==> src/rtl/core/a85_pkg.sv <==
// ----------------------------------------------------------------------------
// a85_pkg
// types and constants shared by the ascii85 encoder modules
// ----------------------------------------------------------------------------
package a85_pkg;

    localparam int CHAR_W  = 7;
    localparam int BYTE_W  = 8;
    localparam int VAL_W   = 32;
    localparam int NDIG    = 5;
    localparam int NSTEP   = NDIG - 1;
    localparam int GROUP_N = 4;
    localparam int Q_DEPTH = 2;

    // floor(v / 85) == (v * RECIP_MAGIC) >> RECIP_SHIFT for any 32-bit v
    localparam int          PROD_W      = 2 * VAL_W;
    localparam int          RECIP_SHIFT = 38;
    localparam int          Q_W         = PROD_W - RECIP_SHIFT;
    localparam logic [31:0] RECIP_MAGIC = 32'd3233857729;

    localparam logic [CHAR_W-1:0] BASE     = 7'd85;
    localparam logic [CHAR_W-1:0] OFFSET   = 7'd33;
    localparam logic [CHAR_W-1:0] CH_Z     = 7'h7A;
    localparam logic [CHAR_W-1:0] CH_TILDE = 7'h7E;
    localparam logic [CHAR_W-1:0] CH_GT    = 7'h3E;
    localparam logic [CHAR_W-1:0] CH_NL    = 7'h0A;

    localparam logic CMD_DATA  = 1'b0;
    localparam logic CMD_FLUSH = 1'b1;

    typedef struct packed {
        logic              cmd;
        logic [BYTE_W-1:0] data_byte;
    } t_in_word;

    typedef struct packed {
        logic [CHAR_W-1:0] out_char;
        logic              last;
    } t_out_word;

    typedef logic [NDIG-1:0][CHAR_W-1:0] t_digs;

    // one unit of output work: digits of a value, a 'z', and/or the trailer
    typedef struct packed {
        logic [VAL_W-1:0] value;
        logic [2:0]       ndig;
        logic             zero;
        logic             trailer;
    } t_job;

    typedef struct packed {
        t_job  job;
        t_digs digs;
    } t_work;

endpackage

==> src/rtl/core/a85_fifo.sv <==
// ----------------------------------------------------------------------------
// a85_fifo
// short job queue between the byte gatherer and the conversion back end
// ----------------------------------------------------------------------------
module a85_fifo #(
    parameter int DEPTH = a85_pkg::Q_DEPTH
) (
    input  logic          i_clk,
    input  logic          i_rst_n,
    input  logic          i_push,
    input  a85_pkg::t_job i_job,
    output logic          o_full,
    output logic          o_valid,
    output a85_pkg::t_job o_job,
    input  logic          i_pop
);
    import a85_pkg::*;

    localparam int AW = (DEPTH > 1) ? $clog2(DEPTH) : 1;
    localparam int CW = $clog2(DEPTH + 1);

    t_job          r_mem [DEPTH];
    logic [AW-1:0] r_wr;
    logic [AW-1:0] r_rd;
    logic [CW-1:0] r_cnt;
    logic          do_push;
    logic          do_pop;

    assign o_full  = (r_cnt == CW'(DEPTH));
    assign o_valid = (r_cnt != '0);
    assign o_job   = r_mem[r_rd];
    assign do_push = i_push && !o_full;
    assign do_pop  = i_pop && o_valid;

    always_ff @(posedge i_clk) begin
        if (!i_rst_n) begin
            r_wr  <= '0;
            r_rd  <= '0;
            r_cnt <= '0;
        end else begin
            if (do_push) begin
                r_wr <= (r_wr == AW'(DEPTH - 1)) ? '0 : r_wr + 1'b1;
            end
            if (do_pop) begin
                r_rd <= (r_rd == AW'(DEPTH - 1)) ? '0 : r_rd + 1'b1;
            end
            if (do_push && !do_pop) begin
                r_cnt <= r_cnt + 1'b1;
            end else if (do_pop && !do_push) begin
                r_cnt <= r_cnt - 1'b1;
            end
        end
        if (do_push) begin
            r_mem[r_wr] <= i_job;
        end
    end

endmodule

==> config.mk <==
export PLATFORM = sky130hd
export DESIGN_NAME = a85_fifo
export DESIGN_NICKNAME = d
export VERILOG_FILES = /design/src/rtl/core/a85_pkg.sv /design/src/rtl/core/a85_fifo.sv
export SDC_FILE = /design/constraint.sdc
export NUM_CORES = 1
export LEC_CHECK = 0
export BUFFER_PORTS_ARGS = -buffer_cell sky130_fd_sc_hd__buf_2
export CAP_MARGIN = 0
export CORE_MARGIN = 4
export CORE_UTILIZATION = 30
export DETAILED_ROUTE_END_ITERATION = 6
export GPL_TIMING_DRIVEN = 1
export HOLD_SLACK_MARGIN = 0.03
export SETUP_SLACK_MARGIN = 0.3
export SLEW_MARGIN = 10
export SYNTH_ARGS = -nofsm -noshare
export SYNTH_HDL_FRONTEND = slang
export SYNTH_SLANG_ARGS = --single-unit
==> constraint.sdc <==
create_clock -name i_clk -period 6.1 [get_ports i_clk]
set_clock_uncertainty 0.05 [all_clocks]
set_input_delay 0.61 -clock i_clk [delete_from_list [all_inputs] [get_ports i_clk]]
set_output_delay 0.61 -clock i_clk [all_outputs]
set_load 0.05 [all_outputs]
==> key figures <==
Run status
  – Outcome: completed

Timing
  – Hold slack: 402.3 ps
  – Peak Freq: 0.3859 GHz
  – Slack of the critical path: 3508 ps
  – Fin crit share: 42.49%
  – RSZ-0062 raised after global routing: false
  – Setup TNS: 0 ps
  – Fin crit period: 2592 ps
  – Final hold vios: 0
  – Slew @ Worst Pin: 964.8 ps
  – Slew Limit Fails: 0
  – Relative slew margins: 35.47%
  – Final Setup Violations: 0

Power
  – Pwr dens: 486.8 nW/um^2
  – Peak supply drop: 0.2803 mV
  – Leakage power: 1.364 nW

Yosys
  – Yosys top cell area share: 76.26%
  – Primary FF master, synth: edfxtp_1
  – Mapped Area: 2914 sq um
  – Post-synth EDFFs: 74
  – Yosys reg bits: 79
  – Syn nets: 182
  – Post-synth top area cell: edfxtp_1
  – Post-synthesis async set-or-reset flop share: 0%
  – Syn Area/Cell: 20.81 sq um
  – Most frequent cell after synthesis: edfxtp_1
  – Sequential fraction of the synthesis area: 79.69%
  – Synth top area cells: edfxtp_1 76%, mux2_2 14%, dfxtp_1 3.4%
  – Netlist cell types: 22
  – Syn Inst Count: 140
  – Synth top cells by count: 74 x edfxtp_1, 37 x mux2_2, 5 x dfxtp_1
  – Ys Warns: 0

Finish
  – Final-layout fill cell count: 870
  – Final core utilization: 39.44%
  – Reg area: 2323 sq um
  – Share of cells above drive strength 1: 58.19%
  – Final net count: 269
  – Antenna diode count: 0
  – Area Overhead vs Synth: 26.23%
  – Count of non-filler cells in the finished layout: 361
  – Multi-input combinational cell area: 553.0 sq um

Place
  – Port bufs: 79
  – DP Cell Count: 345
  – Routability cong.: 0.6946
  – Placement Setup Slack: 3639 ps
  – DP Wirelength: 3.265 mm

Setup path
  – Largest stage delay on the critical path: 940 ps
  – CP max FO: 37
  – Crit-path cells: mux2_2 > buf_2
  – CP Data Required Time: 5440 ps
  – Critical path arrival: 1930 ps
  – Startpoint type of the worst setup path: flop
  – CP endpoint kind: output pin
  – Slowest cell on the critical path: dfxtp_2
  – Crit Path Category: flop to output pin
  – R2r worst-path depth: 4

GRT
  – First-pass GRT wire length: 7.569 mm
  – Largest net degree at the start of global routing: 38
  – Vias in the first global route: 1574
  – Final global-route overflow total: 0
  – Total GRT Usage: 9.007%
  – Initial antenna violation count: 0

Floorplanning
  – IO Pins: 80
  – Die Height: 106.6 um
  – # rows: 35
  – Die W: 106.6 um
  – Core area: 9328 sq um
  – Starting Density: 31.24%
  – Die area: 11350 sq um

CTS
  – Clock sinks: 79
  – Post-CTS Setup Bufs: 0
  – Skew-Pair Late Insertion Delay: 330 ps
  – Clock tree buffer depth: 2
  – Hold_buf cts: 0
  – CTS buffer count: 9
  – Worst-path clk slew: 80 ps
  – Number of gates resized after CTS: 0
  – Root buffer cell: clkbuf_8
  – CTS H-tree depth: 3
  – CTS tree: yes

Detailed routing
  – Post-route ant nets: 0
  – Vias per inst: 4.235
  – Routed vias: 1529
  – Initial DRC Count: 40
  – WL final: 5.006 mm
  – DR WL/cell: 13.87 um
  – Final routed DRC violation total: 0
  – DRT Pass-1 Iters: 4

Flow run
  – Max_cap viols: 0

Hold path
  – Worst hold path class: input pin to flop
  – Hold Crit Depth: 1
==> critical path, delay by kind of cell, from the launching register on <==
family	cells	cell delay, ps
DFF	1	940
buffers and inverters	1	210
muxes	1	430
==> routing by layer <==
layer	GRT usage [%]	part of all wire [%]
met5	0	0
met4	4.658	1.9
met3	3.947	7.9
met2	13.76	47
met1	10.77	43
==> cells in the final DEF, fill, tap and decap left out, types with 2 or more instances in the layout <==
cell / synthesis / layout
buf_2: 1 / 79
edfxtp_1: 74 / 74
mux2_2: 37 / 37
clkbuf_8: 0 / 9
dfxtp_1: 5 / 4
and2_1: 3 / 3
bufinv_16: 0 / 3
clkbuf_1: 0 / 3
xnor2_1: 2 / 2
==> power breakdown <==
part,switching (mW),internal [mW],leakage (nW)
Sequential,0.0552,0.683,0.733
Clock,0.173,0.272,0.115
Combinational,0.428,0.180,0.517
Total,0.656,1.13,1.36
==> metrics by stage <==
step	power [mW]	cell area [sq um]
floorplan	1.241	2914
global placement	1.363	3448
detailed placement	1.370	3448
CTS	1.819	3679
global route	1.875	3679
finish	1.791	3679
==> flip-flops by register name (all words and copies together) (netlist names), named ones only <==
name,cells
r_cnt,2
r_rd,1
r_mem,74
r_wr,1
==> logic make-up (layout without fill, tap and decap cells) <==
| family | Yosys count | in the layout | synth area share [%] |
|---|---|---|---|
| multiplexers | 37 | 37 | 14.30 |
| XOR/XNOR | 3 | 3 | 0.9018 |
| adder cells (fa/ha/maj) | 1 | 1 | 0.4293 |
| buffers and inverters | 6 | 98 | 1.588 |
| AO/OA/AOI/OAI | 5 | 5 | 1.116 |
| AND/OR/NAND/NOR | 9 | 9 | 1.976 |
| flip-flops | 79 | 79 | 79.69 |
==> area by class of cell <==
| class | count | area share (%) |
|---|---|---|
| Sequential cell | 79 | 63.16 |
| Multi-Input combinational cell | 55 | 15.03 |
| Timing Repair Buffer | 80 | 10.95 |
| Tap cell | 129 | 4.388 |
| Clock buffer | 12 | 3.673 |
| Clock inverter | 4 | 2.585 |
| Inverter | 2 | 0.2041 |
==> worst paths after layout <==
check / startpoint / end / slack, ps
worst min register to register: r_cnt[1]$_SDFFE_PN0P_ / r_cnt[1]$_SDFFE_PN0P_ / 470
worst min-delay path: i_job[35] / r_mem[0][35]$_DFFE_PP_ / 400
worst max register to register: r_cnt[0]$_SDFFE_PN0P_ / r_mem[0][9]$_DFFE_PP_ / 3880
worst max-delay path: flop / o_job[27] / 3510
Note: power is estimated with default switching activity, not from simulation.
