### src/rtl/core/a85_pkg.sv
// ----------------------------------------------------------------------------
// a85_pkg
// types and constants shared by the ascii85 encoder modules
// ----------------------------------------------------------------------------
package a85_pkg;

    localparam int CHAR_W  = 7;
    localparam int BYTE_W  = 8;
    localparam int VAL_W   = 32;
    localparam int NDIG    = 5;
    localparam int NSTEP   = NDIG - 1;
    localparam int GROUP_N = 4;
    localparam int Q_DEPTH = 2;

    // floor(v / 85) == (v * RECIP_MAGIC) >> RECIP_SHIFT for any 32-bit v
    localparam int          PROD_W      = 2 * VAL_W;
    localparam int          RECIP_SHIFT = 38;
    localparam int          Q_W         = PROD_W - RECIP_SHIFT;
    localparam logic [31:0] RECIP_MAGIC = 32'd3233857729;

    localparam logic [CHAR_W-1:0] BASE     = 7'd85;
    localparam logic [CHAR_W-1:0] OFFSET   = 7'd33;
    localparam logic [CHAR_W-1:0] CH_Z     = 7'h7A;
    localparam logic [CHAR_W-1:0] CH_TILDE = 7'h7E;
    localparam logic [CHAR_W-1:0] CH_GT    = 7'h3E;
    localparam logic [CHAR_W-1:0] CH_NL    = 7'h0A;

    localparam logic CMD_DATA  = 1'b0;
    localparam logic CMD_FLUSH = 1'b1;

    typedef struct packed {
        logic              cmd;
        logic [BYTE_W-1:0] data_byte;
    } t_in_word;

    typedef struct packed {
        logic [CHAR_W-1:0] out_char;
        logic              last;
    } t_out_word;

    typedef logic [NDIG-1:0][CHAR_W-1:0] t_digs;

    // one unit of output work: digits of a value, a 'z', and/or the trailer
    typedef struct packed {
        logic [VAL_W-1:0] value;
        logic [2:0]       ndig;
        logic             zero;
        logic             trailer;
    } t_job;

    typedef struct packed {
        t_job  job;
        t_digs digs;
    } t_work;

endpackage

### src/rtl/core/a85_emit.sv
// ----------------------------------------------------------------------------
// a85_emit
// serialises one job into characters, one per cycle, through an output
// register that the receiver may stall
// ----------------------------------------------------------------------------
module a85_emit (
    input  logic               i_clk,
    input  logic               i_rst_n,
    input  logic               i_valid,
    input  a85_pkg::t_work     i_work,
    output logic               o_take,
    output logic               o_valid,
    output a85_pkg::t_out_word o_data,
    input  logic               i_stall
);
    import a85_pkg::*;

    logic              r_busy;
    logic [2:0]        r_pos;
    t_work             r_work;
    logic              r_ovld;
    t_out_word         r_out;

    logic              n_busy;
    logic [2:0]        tot;
    logic [2:0]        tidx;
    logic              lastc;
    logic              adv;
    logic              emit;
    logic [CHAR_W-1:0] ch;

    always_comb begin
        tot   = r_work.job.ndig + {2'b00, r_work.job.zero}
              + (r_work.job.trailer ? 3'd3 : 3'd0);
        lastc = (r_pos == tot - 3'd1);
        adv   = !r_ovld || !i_stall;
        emit  = r_busy && adv;
        o_take = i_valid && (!r_busy || (emit && lastc));
        tidx  = r_pos - r_work.job.ndig;
        if (r_pos < r_work.job.ndig) begin
            ch = r_work.digs[r_pos] + OFFSET;
        end else if (r_work.job.zero) begin
            ch = CH_Z;
        end else begin
            case (tidx)
                3'd0:    ch = CH_TILDE;
                3'd1:    ch = CH_GT;
                default: ch = CH_NL;
            endcase
        end
        n_busy = r_busy;
        if (emit && lastc) begin
            n_busy = 1'b0;
        end
        if (o_take) begin
            n_busy = 1'b1;
        end
    end

    always_ff @(posedge i_clk) begin
        if (!i_rst_n) begin
            r_busy <= 1'b0;
            r_ovld <= 1'b0;
            r_pos  <= '0;
        end else begin
            r_busy <= n_busy;
            if (adv) begin
                r_ovld <= emit;
            end
            if (o_take) begin
                r_pos <= '0;
            end else if (emit) begin
                r_pos <= r_pos + 3'd1;
            end
        end
        if (emit) begin
            r_out.out_char <= ch;
            r_out.last     <= lastc;
        end
        if (o_take) begin
            r_work <= i_work;
        end
    end

    assign o_valid = r_ovld;
    assign o_data  = r_out;

endmodule

### config.mk
export PLATFORM = sky130hd
export DESIGN_NAME = a85_emit
export DESIGN_NICKNAME = d
export VERILOG_FILES = /design/src/rtl/core/a85_pkg.sv /design/src/rtl/core/a85_emit.sv
export SDC_FILE = /design/constraint.sdc
export NUM_CORES = 1
export LEC_CHECK = 0
export ABC_AREA = 0
export BUFFER_PORTS_ARGS = -buffer_cell sky130_fd_sc_hd__buf_4
export CAP_MARGIN = 20
export CORE_MARGIN = 5
export CORE_UTILIZATION = 45
export CTS_CLUSTER_DIAMETER = 50
export CTS_CLUSTER_SIZE = 25
export DETAILED_ROUTE_END_ITERATION = 7
export GPL_ROUTABILITY_DRIVEN = 0
export PLACE_DENSITY = 0.73
export SLEW_MARGIN = 5
export SYNTH_ARGS = -nofsm -noshare
export SYNTH_HDL_FRONTEND = slang
export SYNTH_SLANG_ARGS = --single-unit
### constraint.sdc
create_clock -name i_clk -period 5.9 [get_ports i_clk]
set_input_delay 1.77 -clock i_clk [delete_from_list [all_inputs] [get_ports i_clk]]
set_output_delay 1.77 -clock i_clk [all_outputs]
set_load 0.1 [all_outputs]
==> impl_metrics.py <==
metrics = {
    "run_status": {
        "outcome": "finished clean",
    },
    "worst_setup_path": {
        "required_ns": 4.13,
        "critPathKind": "flop to primary output",
        "cp-startpoint": "r_work[37]$_DFFE_PP_",
        "end_kind": "primary output",
        "startpoint_type": "flop",
        "rrSetupSlack_ns": 2.98,
        "timing.rr.start": "r_work[37]$_DFFE_PP_",
        "r2r_end": "r_work[25]$_DFFE_PP_",
        "cp.arrival_ns": 2.72,
        "cp_max_fo": 3,
        "r2r_cells": 12,
    },
    "die": {
        "die_x_um": 83.3,
        "dieArea_sq_um": 6940,
        "coreArea_sq_um": 5170,
        "die_h_um": 83.3,
        "num_rows": 26,
        "initial_core_util_pct": 46.7,
        "io_pins": 86,
    },
    "logic_synthesis": {
        "ys_ff_latch": 53,
        "synth.cell_area_sq_um": 2420,
        "synth_area_per_cell_sq_um": 14.7,
        "ys_types": 45,
        "synth_top_family_by_area": "compound AO/OA/AOI/OAI gates",
        "yosysWarnings": 0,
        "synth_compound_gate_area_share_pct": 10.0,
        "synth_simple_gate_area_share_pct": 6.37,
        "async_flop_share_pct": 0,
        "synthMuxAreaShare_pct": 6.63,
        "synth_edf_count": 48,
        "synth_nets": 250,
        "synthCells": 164,
        "synth_adder_area_share_pct": 5.80,
        "synthFlopType": "edfxtp_1",
        "synth_xor_area_share_pct": 4.35,
        "ys_seq_area_share_pct": 63.8,
    },
    "placement": {
        "dp.cells": 283,
        "dpl.hpwl_um": 3010,
        "portBuffers": 53,
    },
    "grt": {
        "grt_pass1_wl_um": 6580,
        "grt_max_degree": 41,
        "grt_pass1_vias": 1426,
        "grt_use_total_pct": 12.0,
        "gr-total-overflow": 0,
        "antenna_found_initial": 0,
    },
    "layout": {
        "layout_commonest_cell": "buf_4",
        "drive_above_1_share_pct": 33.0,
        "fin_cells": 291,
        "final_cell_mix": "buf_4 (54), edfxtp_1 (48), inv_1 (10), mux2i_1 (10)",
        "final_nets": 306,
        "antennaDiodeCount": 0,
        "areaGrowthSynthToFinish_pct": 22.7,
        "fillCellCount": 421,
    },
    "cts": {
        "cts_sinks": 53,
        "h-tree-depth": 2,
        "cts_hold_buffers": 0,
        "cts_root_buffer": "clkbuf_8",
        "path_clk_slew_ns": 0.09,
        "cts_buffers": 5,
        "cts_tree": "yes",
        "post-cts-setup-buffer-count": 0,
        "cts.path.max_buffers": 2,
        "insertion_delay_ns": 0.30,
        "cts_resized": 0,
    },
    "sta": {
        "fmax_ghz": 0.223,
        "setup_viol": 0,
        "hold_viol_final": 0,
        "slew_headroom_pct": 48.5,
        "finClkSkew_ns": 0.00499,
        "period_share_pct": 76.1,
        "period_minus_slack_ns": 4.49,
        "rsz0062_at_grt": "false",
        "drv_slew": 0,
        "tns_ns": 0,
        "worstMarginPinSlew_ns": 0.771,
    },
    "power_and_ir_drop": {
        "vdd_drop_max_mv": 0.151,
        "power_density_nw_per_um2": 288,
        "p_leak_nw": 1.13,
    },
    "worst_hold_path": {
        "hold_depth": 2,
        "hold_end": "o_valid$_SDFFE_PN0N_",
        "min-delay-start": "r_busy$_SDFFE_PN0P_",
        "holdCritPathClass": "flop to flop",
    },
    "route": {
        "ant_nets": 0,
        "top_layer_used": "met4",
        "first_iter_violations": 58,
        "routed_via_density": 4.81,
        "wl_met1_um": 1660,
        "route.met2.wl_um": 1990,
        "wl_met3_um": 260,
        "drt_pass1_iterations": 4,
        "wl_per_cell_um": 13.6,
        "totalWireLength_um": 3970,
        "drc": 0,
        "vias": 1401,
    },
    "run": {
        "maxCapViolCount": 0,
    },
}
## cell usage after synthesis, types with 2 or more instances
cell	count	area share (%)
edfxtp_1	48	60
inv_1	10	1.6
mux2i_1	10	4.1
a21oi_1	8	1.7
ha_1	8	4.1
nand2_1	6	0.93
nor2_1	6	0.93
xnor2_1	6	2.2
xor2_1	6	2.2
dfxtp_1	5	4.1
o21ai_1	5	1.0
nor2b_1	4	1.0
mux2_2	3	1.4
o22ai_1	3	0.78
a22oi_2	2	1.0
and2_0	2	0.52
buf_2	2	0.41
fa_1	2	1.7
nand2b_1	2	0.52
## routing by layer
metal  vias to the layer above  global-route usage (%)
met5                         -                       0
met4                         0                    4.01
met1                       643                    14.7
li1                        714                       -
met3                         5                    4.26
met2                        39                    19.5
## sequential cells by signal (all words and copies together), names as in the netlist
name     flops
r_pos        3
r_work      40
o_valid      1
r_busy       1
o_data       8
## per-stage QoR
stage	hold WS, ns	cell area [sq um]	power (W)	worst slack (ns)	utilization [%]
6_report	0.523	2970	0.000854	1.41	57.4
4_1_cts	0.536	2970	0.000865	1.37	57.4
3_5_place_dp	0.510	2890	0.000676	1.57	55.8
3_3_place_gp	0.489	2890	0.000672	1.58	55.8
2_1_floorplan	0.467	2420	0.000621	0.391	-
5_1_grt	0.602	2970	0.000896	1.23	57.4
## cell type report
class / instances / area, sq um / share of cell area, %
Sequential cell: 53 / 1540 / 52.0
Multi-Input combinational cell: 95 / 810 / 27.3
Clock buffer: 5 / 68.8 / 2.32
Timing Repair Buffer: 54 / 405 / 13.7
Inverter: 11 / 41.3 / 1.39
Clock inverter: 3 / 12.5 / 0.422
Tap cell: 70 / 87.6 / 2.95
## critical path, stage by stage, from the launching register on
cell and delay (ns):
edfxtp_1 0.42, inv_1 0.08, ha_1 0.22, inv_1 0.06
ha_1 0.13, inv_1 0.04, fa_1 0.37, xnor2_1 0.14
xnor2_1 0.14, nor3_2 0.20, a21boi_1 0.15, nor2_4 0.16
buf_4 0.31
## worst max-delay path by stage
stage | slack (ns) | end
2_1_floorplan | 0.39 | o_take
3_3_place_gp | 1.58 | o_take
3_5_place_dp | 1.57 | o_take
4_1_cts | 1.37 | o_take
5_1_grt | 1.23 | o_take
6_report | 1.41 | o_take
## report_power, final
part	internal (W)	switching, W
Combinational	0.0000732	0.000126
Clock	0.0000801	0.000109
Sequential	0.000451	0.0000142
Total	0.000605	0.000249
## kinds of logic after synthesis
family,after synthesis
buffers and inverters,16
and+or+nand+nor,27
xor gates and xnor gates,12
DFF,53
adders and majority gates,10
AOI/OAI and AO/OA,31
muxes,15
Power figures use the tool's default switching activity.
