`config.mk`:
```
export PLATFORM = sky130hd
export DESIGN_NAME = a85_front
export DESIGN_NICKNAME = d
export VERILOG_FILES = /design/src/rtl/core/a85_pkg.sv /design/src/rtl/core/a85_front.sv
export SDC_FILE = /design/constraint.sdc
export NUM_CORES = 1
export LEC_CHECK = 0
export BUFFER_PORTS_ARGS = -buffer_cell sky130_fd_sc_hd__buf_4
export CORE_MARGIN = 8
export CORE_UTILIZATION = 53
export CTS_BUF_LIST = sky130_fd_sc_hd__clkbuf_8
export DETAILED_ROUTE_END_ITERATION = 8
export GPL_TIMING_DRIVEN = 0
export PLACE_DENSITY = 0.94
export SLEW_MARGIN = 20
export SYNTH_ARGS = -nofsm -noshare
export SYNTH_HDL_FRONTEND = slang
export SYNTH_SLANG_ARGS = --single-unit
```
`constraint.sdc`:
```
create_clock -name i_clk -period 2.7 [get_ports i_clk]
set_clock_uncertainty 0.2 [all_clocks]
set_input_delay 0.405 -clock i_clk [delete_from_list [all_inputs] [get_ports i_clk]]
set_output_delay 0.405 -clock i_clk [all_outputs]
set_load 0.02 [all_outputs]
```
`src/rtl/core/a85_pkg.sv`:
```
// ----------------------------------------------------------------------------
// a85_pkg
// types and constants shared by the ascii85 encoder modules
// ----------------------------------------------------------------------------
package a85_pkg;

    localparam int CHAR_W  = 7;
    localparam int BYTE_W  = 8;
    localparam int VAL_W   = 32;
    localparam int NDIG    = 5;
    localparam int NSTEP   = NDIG - 1;
    localparam int GROUP_N = 4;
    localparam int Q_DEPTH = 2;

    // floor(v / 85) == (v * RECIP_MAGIC) >> RECIP_SHIFT for any 32-bit v
    localparam int          PROD_W      = 2 * VAL_W;
    localparam int          RECIP_SHIFT = 38;
    localparam int          Q_W         = PROD_W - RECIP_SHIFT;
    localparam logic [31:0] RECIP_MAGIC = 32'd3233857729;

    localparam logic [CHAR_W-1:0] BASE     = 7'd85;
    localparam logic [CHAR_W-1:0] OFFSET   = 7'd33;
    localparam logic [CHAR_W-1:0] CH_Z     = 7'h7A;
    localparam logic [CHAR_W-1:0] CH_TILDE = 7'h7E;
    localparam logic [CHAR_W-1:0] CH_GT    = 7'h3E;
    localparam logic [CHAR_W-1:0] CH_NL    = 7'h0A;

    localparam logic CMD_DATA  = 1'b0;
    localparam logic CMD_FLUSH = 1'b1;

    typedef struct packed {
        logic              cmd;
        logic [BYTE_W-1:0] data_byte;
    } t_in_word;

    typedef struct packed {
        logic [CHAR_W-1:0] out_char;
        logic              last;
    } t_out_word;

    typedef logic [NDIG-1:0][CHAR_W-1:0] t_digs;

    // one unit of output work: digits of a value, a 'z', and/or the trailer
    typedef struct packed {
        logic [VAL_W-1:0] value;
        logic [2:0]       ndig;
        logic             zero;
        logic             trailer;
    } t_job;

    typedef struct packed {
        t_job  job;
        t_digs digs;
    } t_work;

endpackage

```
`src/rtl/core/a85_front.sv`:
```
// ----------------------------------------------------------------------------
// a85_front
// accepts input words, gathers bytes into groups and issues output jobs
// ----------------------------------------------------------------------------
module a85_front (
    input  logic              i_clk,
    input  logic              i_rst_n,
    input  logic              i_valid,
    input  a85_pkg::t_in_word i_data,
    output logic              o_stall,
    output logic              o_push,
    output a85_pkg::t_job     o_job,
    input  logic              i_full
);
    import a85_pkg::*;

    logic [BYTE_W-1:0] r_bytes [GROUP_N-1];
    logic [1:0]        r_cnt;
    logic              acc;
    logic [VAL_W-1:0]  full_val;
    logic [VAL_W-1:0]  pad_val;

    assign o_stall = i_full;
    assign acc     = i_valid && !i_full;

    always_comb begin
        full_val = {r_bytes[0], r_bytes[1], r_bytes[2], i_data.data_byte};
        // bytes beyond the fill level are padded with zero
        pad_val  = {r_bytes[0],
                    (r_cnt > 2'd1) ? r_bytes[1] : 8'h00,
                    (r_cnt > 2'd2) ? r_bytes[2] : 8'h00,
                    8'h00};
        o_push   = 1'b0;
        o_job    = '0;
        if (acc) begin
            if (i_data.cmd == CMD_DATA) begin
                if (r_cnt == 2'd3) begin
                    o_push        = 1'b1;
                    o_job.value   = full_val;
                    o_job.zero    = (full_val == '0);
                    o_job.ndig    = (full_val == '0) ? 3'd0 : 3'(NDIG);
                    o_job.trailer = 1'b0;
                end
            end else begin
                o_push        = 1'b1;
                o_job.value   = pad_val;
                o_job.zero    = 1'b0;
                o_job.ndig    = (r_cnt == 2'd0) ? 3'd0 : 3'(r_cnt) + 3'd1;
                o_job.trailer = 1'b1;
            end
        end
    end

    always_ff @(posedge i_clk) begin
        if (!i_rst_n) begin
            r_cnt <= '0;
        end else if (acc) begin
            if (i_data.cmd == CMD_DATA) begin
                r_cnt <= r_cnt + 2'd1;
            end else begin
                r_cnt <= '0;
            end
        end
        if (acc && i_data.cmd == CMD_DATA && r_cnt != 2'd3) begin
            r_bytes[r_cnt] <= i_data.data_byte;
        end
    end

endmodule

```
==> Flow_metrics.wiki <==
{| class="wikitable"
! Metric !! Value
|-
| Growth of design area from synthesis to finish || 38.6%
|-
| Number of flops mapped to enable cells by yosys || 24
|-
| Slowest stage cell, crit path || sky130_fd_sc_hd__dfxtp_1
|-
| Maximum number of pins on one net before global-route repair || 16
|-
| Number of top-level design ports || 52
|-
| Area share of the largest cell type after synthesis || 0.569
|-
| Max Clk Rate || 0.404 GHz
|-
| Status || finished, final reports clean
|-
| Post-route DRC violation count || 0
|-
| Final count of pins violating max slew || 0
|-
| Number of global-route vias before repair || 1088
|-
| Worst-path cell chain || ha_1, clkbuf_1, and3_2, and2_1, buf_4
|-
| CP max FO || 10
|-
| Cell Count, Final, Fillers Out || 187
|-
| Number of buffers added by the clock tree synthesis step || 3
|-
| Vias per inst || 5.68
|-
| Congestion Overflow GR || 0
|-
| Average footprint of a synthesized cell || 12.2 sq um
|-
| First-iteration detailed-routing DRC count || 63
|-
| Post-Synthesis Net Count || 122
|-
| Number of clock sinks || 26
|-
| CP Data Arrival Time || 1870 ps
|-
| Beginning of the worst register-to-register path || r_cnt[1]$_SDFFE_PN0N_
|-
| Number of standard cells after synthesis || 104
|-
| Buffer depth of the longest clock path || 2
|-
| Fill cell instance count of the final layout || 133
|-
| Clock insertion delay at the later pin of the skew report || 270 ps
|-
| Number of nets in the finished design || 178
|-
| Warnings, synthesis || 0
|-
| Cell area after synthesis || 0.00127 sq mm
|-
| Total routing resource utilization after global routing || 0.164
|-
| Via count || 1063
|-
| Class of the most critical setup path || flop to output port
|-
| Actual slew at the worst max-slew pin || 523 ps
|-
| Initial core utilization || 0.568
|-
| Hold Crit Start || i_data[1]
|-
| Root Buffer || sky130_fd_sc_hd__clkbuf_8
|-
| Critical Path Max Stage Delay || 420 ps
|-
| Global-route wire length before repair || 5.47 mm
|-
| Async set-reset flop share out of synthesis || 0
|-
| Fraction of the mapped netlist area in adder cells || 0.0494
|-
| Critical Path End Type || output port
|-
| Crit path time final || 2470 ps
|-
| Remaining antenna violation count || 0
|-
| Setup slack of the critical path after layout || 225 ps
|-
| Xor/xnor cell area share of the yosys netlist || 0
|-
| Number of instances in the placed design || 183
|-
| Worst supply voltage drop on vdd || 0.729 mV
|-
| Std-Cell Core Area || 0.00223 sq mm
|-
| Post-layout total power || 835 uW
|-
| Accumulated negative setup slack || 0 ps
|-
| Number of I/O port buffers || 51
|-
| Power Density || 475 mW/mm^2
|-
| Placed wire-length estimate || 2.73 mm
|-
| Horiz. Die Dim || 64.9 um
|-
| Count of final setup violators || 0
|-
| Combinational family with the most area after synthesis || simple AND/OR/NAND/NOR gates
|-
| Most frequently used cell type in the post-synthesis netlist || sky130_fd_sc_hd__edfxtp_1
|-
| Register-to-Register Setup Slack || 810 ps
|-
| Routed wirelength normalized by instance count || 19.5 um
|-
| Number of H-tree levels || 1
|-
| Setup Slack @ Placement || 389 ps
|-
| Normalized max-slew margin || 0.649
|-
| Depth of the worst hold-timing path || 1
|-
| Crit Reg-Reg Endpoint || r_bytes[1][7]$_DFFE_PP_
|-
| Unrepaired setup endpoints after global routing || false
|-
| Sequential fraction of the synthesis area || 0.600
|-
| Area fraction in and, or, nand and nor cells after synthesis || 0.304
|-
| Endpoint of the worst hold-timing path || r_bytes[1][1]$_DFFE_PP_
|-
| Total of max-cap violations || 0
|-
| Startpoint type of the worst setup path || flop
|-
| Total Wirelength || 3.66 mm
|-
| Clock-pin transition on the worst setup and hold timing paths || 90 ps
|-
| Number of inserted diodes || 0
|-
| Multiplexer fraction of the synthesized cell area || 0
|-
| Clock tree from TritonCTS || yes
|-
| Required time worst endpoint || 2100 ps
|-
| List of most frequent post-synthesis cells || sky130_fd_sc_hd__edfxtp_1 (24), sky130_fd_sc_hd__and3_1 (17), sky130_fd_sc_hd__and2_1 (16), sky130_fd_sc_hd__nor4_1 (7), sky130_fd_sc_hd__nor2_1 (6)
|-
| Fraction of the mapped netlist area in compound gates || 0.0197
|-
| Hold Fails Final Rpt || 0
|-
| Class of the tightest hold or removal check || input port to flop
|-
| Total Die Area || 0.00421 sq mm
|-
| First-pass iteration count of the detailed router || 5
|-
| Leading area contributor after synthesis || sky130_fd_sc_hd__edfxtp_1
|-
| Leakage || 0.801 nW
|-
| Final weighted congestion in routability-driven placement || 0.789
|-
| Top_reg_cell synth || sky130_fd_sc_hd__edfxtp_1
|-
| Total number of placement rows || 17
|-
| Hold-fix buffer count after cts || 0
|-
| Number of cell instances on the worst register-to-register path || 3
|-
| Fraction of layout cells with a size suffix above 1 || 0.403
|-
| Count of different cell masters after synthesis || 24
|-
| Number of antenna violations at the first check in global routing || 0
|-
| Die Y-Extent || 64.9 um
|-
| Synth Register Bits || 26
|-
| Area contributors post-synth || sky130_fd_sc_hd__edfxtp_1 (57%), sky130_fd_sc_hd__and3_1 (8.4%), sky130_fd_sc_hd__and2_1 (7.9%)
|-
| Ratio of final minimum period to clock period || 0.917
|}
## per-layer routing
| layer | track usage | wire, um | vias to the layer above |
|---|---|---|---|
| met1 | 0.190 | 1360 | 497 |
| met3 | 0.0481 | 361 | 4 |
| met4 | 0.0545 | 36 | 0 |
| met5 | 0 | 0 | - |
| li1 | - | - | 490 |
| met2 | 0.284 | 1900 | 72 |
## layout by cell type, fill, tap and decap left out, types with 2 or more instances in the layout
cell type                  count
sky130_fd_sc_hd__and3_1       17
sky130_fd_sc_hd__dfxtp_1       2
sky130_fd_sc_hd__clkbuf_1      2
sky130_fd_sc_hd__nand2_1       2
sky130_fd_sc_hd__and3_2        4
sky130_fd_sc_hd__and2_1       16
sky130_fd_sc_hd__ha_1          5
sky130_fd_sc_hd__nor2_1        6
sky130_fd_sc_hd__clkbuf_8      3
sky130_fd_sc_hd__buf_4        53
sky130_fd_sc_hd__nor4_1        7
sky130_fd_sc_hd__inv_1         3
sky130_fd_sc_hd__nand4_1       2
sky130_fd_sc_hd__edfxtp_1     24
## critical path: cells and delay by family (launching register included)
kind          cells  cell delay, ps
fa+ha+maj         1             200
simple gates      2             510
buf+inv           2             460
flops             1             420
## per-stage QoR
stage | instance area [sq um] | hold slack, ps | utilization
after floorplan | 1270 | 289 | -
after global placement | 1690 | 307 | 0.755
after detailed placement | 1690 | 356 | 0.755
after CTS | 1760 | 149 | 0.787
after global routing | 1760 | 140 | 0.787
final | 1760 | 145 | 0.787
## logic make-up after synthesis
group           after synthesis
compound gates                4
buf+inv                       7
flops                        26
simple gates                 62
fa+ha+maj                     5
## repair_timing
item                                   CTS  global route
gates resized for setup                  0             1
setup buffers                            0             0
setup endpoints to repair                0             8
endpoints found under the hold margin    0             0
## worst max-delay path by stage
stage                     slack, ps                  start        end  cells after the start
after global routing            140  r_cnt[1]$_SDFFE_PN0N_   o_job[1]                      5
after global placement          510  r_cnt[1]$_SDFFE_PN0N_  o_job[28]                      5
after detailed placement        390  r_cnt[1]$_SDFFE_PN0N_  o_job[21]                      5
final                           230  r_cnt[1]$_SDFFE_PN0N_   o_job[5]                      5
after floorplan                 740  r_cnt[1]$_SDFFE_PN0N_   o_job[1]                      4
after CTS                        80  r_cnt[1]$_SDFFE_PN0N_  o_job[21]                      5
## cell type report
| cell class | instances | area [sq um] | area share |
|---|---|---|---|
| plain buffers | 4 | 22.5 | 0.0128 |
| clock buffers | 3 | 41.3 | 0.0235 |
| clock inverters | 1 | 30.0 | 0.0171 |
| inverters | 3 | 11.3 | 0.00641 |
| multi-input cells | 71 | 473 | 0.269 |
| flip-flops and latches | 26 | 761 | 0.433 |
| well taps | 28 | 35.0 | 0.0199 |
| repair buffers | 51 | 383 | 0.218 |
## flip-flops by register name (all words and copies together), names as in the netlist
name and cells:
r_cnt 2, r_bytes 24
## power breakdown
group	leakage, nW	internal [mW]	switching (mW)	total, mW
Sequential	0.233	0.445	0.00301	0.448
Combinational	0.532	0.0294	0.0420	0.0714
Clock	0.0357	0.198	0.117	0.315
Total	0.801	0.673	0.162	0.835
No activity file was read; power rests on OpenSTA's default activity.
